File: config.mk
export PLATFORM = sky130hd
export DESIGN_NAME = days_minutes_to_calendar
export DESIGN_NICKNAME = d
export VERILOG_FILES = /design/src/design/dmc_pkg.sv /design/src/design/days_minutes_to_calendar.sv /design/src/design/dmc_ctrl.sv /design/src/design/dmc_datapath.sv
export SDC_FILE = /design/constraint.sdc
export NUM_CORES = 1
export LEC_CHECK = 0
export BUFFER_PORTS_ARGS = -buffer_cell sky130_fd_sc_hd__buf_2
export CAP_MARGIN = 20
export CORE_MARGIN = 1
export CORE_UTILIZATION = 50
export DETAILED_ROUTE_END_ITERATION = 6
export PLACE_DENSITY = 0.72
export SLEW_MARGIN = 40
export SYNTH_ARGS = -nofsm -noshare
export SYNTH_HDL_FRONTEND = slang
export SYNTH_SLANG_ARGS = --single-unit
File: constraint.sdc
create_clock -name clk_i -period 5.6 [get_ports clk_i]
set_input_delay 0.56 -clock clk_i [delete_from_list [all_inputs] [get_ports clk_i]]
set_output_delay 0.56 -clock clk_i [all_outputs]
set_load 0.02 [all_outputs]
File: src/design/dmc_pkg.sv
`timescale 1ns / 1ps
// ----------------------------------------------------------------------------
// dmc_pkg
// Shared types, constants and the month length table for the day and minute
// to calendar converter.
// ----------------------------------------------------------------------------
package dmc_pkg;

  localparam logic [11:0] BaseYear    = 12'd1980;
  localparam logic [5:0]  MinsPerHour = 6'd60;
  localparam logic [2:0]  WeekLen     = 3'd7;
  localparam logic [8:0]  YearLenStd  = 9'd365;
  localparam logic [8:0]  YearLenLeap = 9'd366;

  localparam logic [3:0] MonthJan = 4'd1;
  localparam logic [3:0] MonthFeb = 4'd2;
  localparam logic [3:0] MonthApr = 4'd4;
  localparam logic [3:0] MonthJun = 4'd6;
  localparam logic [3:0] MonthSep = 4'd9;
  localparam logic [3:0] MonthNov = 4'd11;
  localparam logic [3:0] MonthDec = 4'd12;

  typedef struct packed {
    logic [14:0] day_count;
    logic [10:0] minute_count;
  } dmc_in_t;

  typedef struct packed {
    logic [11:0] year;
    logic [3:0]  month;
    logic [4:0]  day_of_month;
    logic [2:0]  weekday;
    logic [5:0]  hour;
    logic [5:0]  minute;
  } dmc_out_t;

  typedef struct packed {
    logic load;
    logic year_en;
    logic month_en;
    logic min_en;
  } dmc_cmd_t;

  typedef struct packed {
    logic year_done;
    logic month_done;
    logic min_done;
  } dmc_sts_t;

  typedef enum logic [3:0] {
    StIdle  = 4'b0001,
    StYear  = 4'b0010,
    StMonth = 4'b0100,
    StOut   = 4'b1000
  } dmc_state_e;

  function automatic logic [4:0] month_len(input logic [3:0] month, input logic leap);
    logic [4:0] len;
    case (month) inside
      MonthFeb:                               len = leap ? 5'd29 : 5'd28;
      MonthApr, MonthJun, MonthSep, MonthNov: len = 5'd30;
      default:                                len = 5'd31;
    endcase
    return len;
  endfunction

endpackage

File: src/design/days_minutes_to_calendar.sv
`timescale 1ns / 1ps
// The day count spans at most 89 whole years, at most 11 whole months pass in
// the final year, and the hour is at most 34. The minute loop runs beside the
// year and month loops. One item at a time: busy is low again the cycle after
// done_o. Reset is asynchronous and returns the sequencer to idle; the done_o
// strobe marks the result for one cycle only.
// ----------------------------------------------------------------------------
// days_minutes_to_calendar
// Converts a day count since 1980-01-01 and a minute count into calendar
// date, weekday, hour and minute.
// ----------------------------------------------------------------------------
module days_minutes_to_calendar
  import dmc_pkg::*;
(
  input  logic     clk_i,
  input  logic     rst_ni,
  input  logic     start,
  output logic     busy,
  input  dmc_in_t  item_i,
  output logic     done_o,
  output dmc_out_t result_o
);

  dmc_cmd_t cmd;
  dmc_sts_t sts;

  dmc_ctrl u_ctrl (
    .clk_i  (clk_i),
    .rst_ni (rst_ni),
    .start_i(start),
    .sts_i  (sts),
    .cmd_o  (cmd),
    .busy_o (busy),
    .done_o (done_o)
  );

  dmc_datapath u_datapath (
    .clk_i   (clk_i),
    .cmd_i   (cmd),
    .item_i  (item_i),
    .sts_o   (sts),
    .result_o(result_o)
  );

  a_month_range: assert property (@(posedge clk_i) disable iff (!rst_ni)
    done_o |-> (result_o.month >= MonthJan) && (result_o.month <= MonthDec))
    else $error("month out of range in result");

  a_minute_range: assert property (@(posedge clk_i) disable iff (!rst_ni)
    done_o |-> (result_o.minute < MinsPerHour))
    else $error("minute not reduced below one hour");

  a_day_nonzero: assert property (@(posedge clk_i) disable iff (!rst_ni)
    done_o |-> (result_o.day_of_month != 5'd0))
    else $error("day of month is zero");

  a_single_result: assert property (@(posedge clk_i) disable iff (!rst_ni)
    done_o |=> !done_o && !busy)
    else $error("more than one result for an item");

  a_accept_busy: assert property (@(posedge clk_i) disable iff (!rst_ni)
    (start && !busy) |=> busy && !done_o)
    else $error("accepted item did not start work");

endmodule

File: src/design/dmc_ctrl.sv
`timescale 1ns / 1ps
// ----------------------------------------------------------------------------
// dmc_ctrl
// Sequencer: loads an item, runs the year loop, then the month loop while the
// minute loop finishes, and raises done_o with the result for one cycle.
// ----------------------------------------------------------------------------
module dmc_ctrl
  import dmc_pkg::*;
(
  input  logic     clk_i,
  input  logic     rst_ni,
  input  logic     start_i,
  input  dmc_sts_t sts_i,
  output dmc_cmd_t cmd_o,
  output logic     busy_o,
  output logic     done_o
);

  dmc_state_e state_q, state_d;

  always_comb begin
    state_d = state_q;
    cmd_o   = '0;
    unique case (state_q)
      StIdle: begin
        if (start_i) begin
          cmd_o.load = 1'b1;
          state_d    = StYear;
        end
      end
      StYear: begin
        cmd_o.year_en = 1'b1;
        cmd_o.min_en  = 1'b1;
        if (sts_i.year_done) begin
          state_d = StMonth;
        end
      end
      StMonth: begin
        cmd_o.month_en = 1'b1;
        cmd_o.min_en   = 1'b1;
        if (sts_i.month_done && sts_i.min_done) begin
          state_d = StOut;
        end
      end
      StOut: begin
        state_d = StIdle;
      end
      default: begin
        state_d = StIdle;
      end
    endcase
  end

  always_ff @(posedge clk_i or negedge rst_ni) begin
    if (!rst_ni) begin
      state_q <= StIdle;
    end else begin
      state_q <= state_d;
    end
  end

  assign busy_o = (state_q != StIdle);
  assign done_o = (state_q == StOut);

endmodule

File: src/design/dmc_datapath.sv
`timescale 1ns / 1ps
// ----------------------------------------------------------------------------
// dmc_datapath
// Working registers with one subtract-and-compare step each for the year,
// month and minute loops, plus the weekday residue taken at load.
// ----------------------------------------------------------------------------
module dmc_datapath
  import dmc_pkg::*;
(
  input  logic     clk_i,
  input  dmc_cmd_t cmd_i,
  input  dmc_in_t  item_i,
  output dmc_sts_t sts_o,
  output dmc_out_t result_o
);

  logic [14:0] days_q;
  logic [6:0]  yoff_q;
  logic [3:0]  month_q;
  logic [10:0] mins_q;
  logic [5:0]  hour_q;
  logic [2:0]  wday_q;

  logic        leap;
  logic [8:0]  ylen;
  logic [4:0]  mlen;
  logic [15:0] day_inc;
  logic [5:0]  dig_sum;
  logic [3:0]  fold;
  logic [2:0]  wday_d;

  // Years stay within 1980 to 2069. The only century year there is 2000,
  // which is a leap year, so every fourth year from 1980 is leap.
  assign leap = (yoff_q[1:0] == 2'd0);
  assign ylen = leap ? YearLenLeap : YearLenStd;
  assign mlen = month_len(month_q, leap);

  assign sts_o.year_done  = (days_q < {6'd0, ylen});
  assign sts_o.month_done = (month_q == MonthDec) || (days_q < {10'd0, mlen});
  assign sts_o.min_done   = (mins_q < {5'd0, MinsPerHour});

  // Since 8 is 1 modulo 7, the sum of the octal digits keeps the residue.
  always_comb begin
    day_inc = {1'b0, item_i.day_count} + 16'd1;
    dig_sum = '0;
    for (int i = 0; i < 6; i++) begin
      dig_sum = dig_sum + {3'd0, 3'({2'b00, day_inc} >> (3 * i))};
    end
    fold = {1'b0, dig_sum[5:3]} + {1'b0, dig_sum[2:0]};
    if (fold >= {1'b0, WeekLen}) begin
      wday_d = 3'(fold - {1'b0, WeekLen}) + 3'd1;
    end else begin
      wday_d = fold[2:0] + 3'd1;
    end
  end

  always_ff @(posedge clk_i) begin
    if (cmd_i.load) begin
      days_q  <= item_i.day_count;
      yoff_q  <= '0;
      month_q <= MonthJan;
      mins_q  <= item_i.minute_count;
      hour_q  <= '0;
      wday_q  <= wday_d;
    end else begin
      if (cmd_i.year_en && !sts_o.year_done) begin
        days_q <= days_q - {6'd0, ylen};
        yoff_q <= yoff_q + 7'd1;
      end
      if (cmd_i.month_en && !sts_o.month_done) begin
        days_q  <= days_q - {10'd0, mlen};
        month_q <= month_q + 4'd1;
      end
      if (cmd_i.min_en && !sts_o.min_done) begin
        mins_q <= mins_q - {5'd0, MinsPerHour};
        hour_q <= hour_q + 6'd1;
      end
    end
  end

  assign result_o.year         = BaseYear + {5'd0, yoff_q};
  assign result_o.month        = month_q;
  assign result_o.day_of_month = days_q[4:0] + 5'd1;
  assign result_o.weekday      = wday_q;
  assign result_o.hour         = hour_q;
  assign result_o.minute       = mins_q[5:0];

endmodule

==> impl_metrics.py <==
metrics = {
    "die": {
        "rows": 31,
        "pin_count": 67,
        "die-area_mm2": 0.00816,
        "core_area_mm2": 0.00741,
        "start_util": 0.527,
        "dieHeight_um": 90.4,
        "die_w_um": 90.4,
    },
    "cells_and_area": {
        "diodes": 0,
        "drive_gt1_frac": 0.181,
        "final_cell_area_mm2": 0.00437,
        "syn2layout_area_growth_pct": 11.8,
        "layout.nets": 552,
        "layout_commonest_cell": "buf_2",
        "final_cell_mix": "buf_2, nand2_1, nor2_1, inv_1, edfxtp_1",
    },
    "clock_network": {
        "htree_levels": 2,
        "cts_buffer_depth": 2,
        "cts.hold.buffers_added": 0,
        "ctsResizeCount": 0,
        "clock-root-buffer": "clkbuf_8",
        "cts_tree": "built",
        "clk_pin_slew_ps": 100,
        "post_cts_buffers": 0,
        "clk_latency_ps": 310,
        "cts_sinks": 50,
        "numCtsBuffers": 5,
    },
    "detailed_routing": {
        "antenna_left": 0,
        "wl_mm": 7.95,
        "drt_iter0_drc": 188,
        "drc": 0,
        "firstDrtPassIters": 5,
        "vias": 3235,
        "vias_per_cell": 5.53,
        "wl_per_cell_um": 13.6,
    },
    "global_route": {
        "grt_pass1_wl_mm": 14.2,
        "grt_start_max_net_pins": 47,
        "antenna_found_initial": 0,
        "grt_pass1_vias": 3199,
        "use_met3": 0.0320,
        "grt_overflow": 0,
        "grt_usage": 0.210,
        "grt-busiest-layer": "met2",
        "grt_util_met2": 0.354,
        "grt_util_met1": 0.277,
    },
    "worst_setup_path": {
        "cpLargestDelayFamily": "adder cells",
        "cp_slowest_cell": "fa_1",
        "critPathMostFrequentCell": "fa_1",
        "critPathRequiredTime_ps": 5660,
        "critPathCaptureType": "register",
        "cp.buffers_inverters": 3,
        "arrival_ps": 5290,
        "crit_type": "in2reg",
        "cpPeakStageDelay_ps": 540,
        "cp_max_fo": 5,
        "start_kind": "input pin",
        "crit_chain": "buf_2 > ha_1 > nand3_1 > xnor2_1 > fa_1 > inv_1 > fa_1 > fa_1 > inv_1 > ha_1 > fa_1 > xor2_1 > ha_1 > fa_1 > ha_1 > a221oi_1 > nor2b_1 > a21oi_1 > mux2i_1",
    },
    "min_path": {
        "min_path_type": "in2async",
    },
    "timing": {
        "clock_skew_ps": 12.2,
        "setup_violations": 0,
        "rsz0062_at_grt": "false",
        "fin_tns_setup_ps": 0,
        "fin_crit_ps": 5220,
        "final-max-slew-violation-count": 0,
        "finalCritPeriodShare": 0.933,
        "hold_violations": 0,
        "relSlewSlack": 0.511,
        "max_freq_mhz": 191,
        "worstMarginPinSlew_ps": 726,
        "setup_ws_ps": 377,
    },
    "job": {
        "cap_violations": 0,
    },
    "yosys": {
        "syn_area_per_cell_um2": 9.02,
        "seq_area_frac_synth": 0.336,
        "synth.net_count": 500,
        "synth.distinct_cells": 59,
        "synth_edf_count": 29,
        "yosys_warnings": 0,
        "syn_inst": 433,
        "async_flop_share": 0.0800,
        "synth_area_mm2": 0.00390,
        "ys.flop_type": "edfxtp_1",
        "ys_ff_latch": 50,
    },
    "placement": {
        "globalplace.congestion": 0.844,
        "dp_slack_ps": 27.2,
        "io_buffers": 66,
        "dpl-instance-area_mm2": 0.00425,
        "hpwl_mm": 6.07,
    },
    "status": {
        "status": "finished clean",
    },
    "power_and_ir_drop": {
        "p_per_area_mw_per_mm2": 593,
        "vdd_drop_max_uv": 487,
        "p_leak_uw": 0.00195,
    },
}
through the flow:
step	instances	total power, µW	utilization	hold slack [ps]
after floorplan	433	1990	-	264
after global placement	577	2280	0.574	372
after detailed placement	577	2350	0.574	375
after CTS	585	2600	0.589	20.1
after global routing	585	2850	0.589	19.5
final	585	2590	0.589	33.6
cell families after synthesis:
family / Yosys count / synth area share
flip-flops: 50 / 0.336
XOR/XNOR: 43 / 0.0965
AO/OA/AOI/OAI: 75 / 0.134
adder cells (fa/ha/maj): 38 / 0.143
buffers and inverters: 54 / 0.0603
multiplexers: 16 / 0.0413
AND/OR/NAND/NOR: 157 / 0.189
routing by layer:
layer / up-vias / part of all wire
met1: 1535 / 0.45
li1: 1612 / -
met2: 81 / 0.49
met5: - / 0
met3: 7 / 0.045
met4: 0 / 0.013
synthesized netlist by cell type, drive strengths merged (8+ instances only):
cell type | n | area share
ha | 27 | 0.087
a21oi | 17 | 0.022
nor2 | 42 | 0.040
dfxtp | 17 | 0.087
clkbuf | 13 | 0.013
mux2i | 15 | 0.038
and3 | 8 | 0.013
nand2 | 52 | 0.050
buf | 10 | 0.018
nor3 | 8 | 0.010
nand3 | 17 | 0.022
inv | 31 | 0.030
edfxtp | 29 | 0.22
fa | 11 | 0.056
xnor2 | 17 | 0.038
o21ai | 22 | 0.028
xor2 | 26 | 0.058
worst reg2reg max path: stages (launching register included):
cell and delay (ps):
dfxtp_1 440, inv_1 120, ha_1 260, o21ai_0 180
o21ai_0 90, o21ai_0 180, ha_1 200, nor2b_1 60
o211a_1 280, o31ai_4 640, nand3_1 690
flip-flops by register name (all words and copies together), names as in the netlist:
register and flops:
u_datapath.mins_q 11, u_datapath.wday_q 3, u_datapath.yoff_q 7, u_datapath.month_q 4, u_datapath.hour_q 6, u_datapath.days_q 15
u_ctrl.state_q 4
power by group:
part / switching [µW] / internal (µW)
registers: 178 / 666
logic: 877 / 619
clock network: 130 / 118
layout make-up:
| type | count | area (µm²) |
|---|---|---|
| clock buffers | 6 | 93.8 |
| clock inverters | 2 | 17.5 |
| fillers | 675 | 3040 |
| inverters | 31 | 116 |
| multi-input cells | 329 | 2360 |
| flip-flops and latches | 50 | 1310 |
| well taps | 99 | 124 |
| repair buffers | 68 | 345 |
final timing paths:
path	startpoint	end	slack (ps)	cells past startpoint
worst min register to register	u_datapath.hour_q[5]$_SDFFE_PP0P_	u_datapath.hour_q[5]$_SDFFE_PP0P_	510	2
max in group asynchronous	rst_ni	u_ctrl.state_q[0]$_DFFE_PN1P_	5360	1
worst min-delay path	rst_ni	u_ctrl.state_q[2]$_DFFE_PN0P_	30	1
worst max-delay path	item_i[11]	u_datapath.wday_q[2]$_DFFE_PP_	380	19
min in group clk_i	item_i[3]	u_datapath.mins_q[3]$_DFFE_PP_	500	3
worst max register to register	u_datapath.month_q[0]$_SDFFE_PP1P_	u_datapath.days_q[5]$_DFFE_PP_	2010	10
Power figures use the tool's default switching activity.
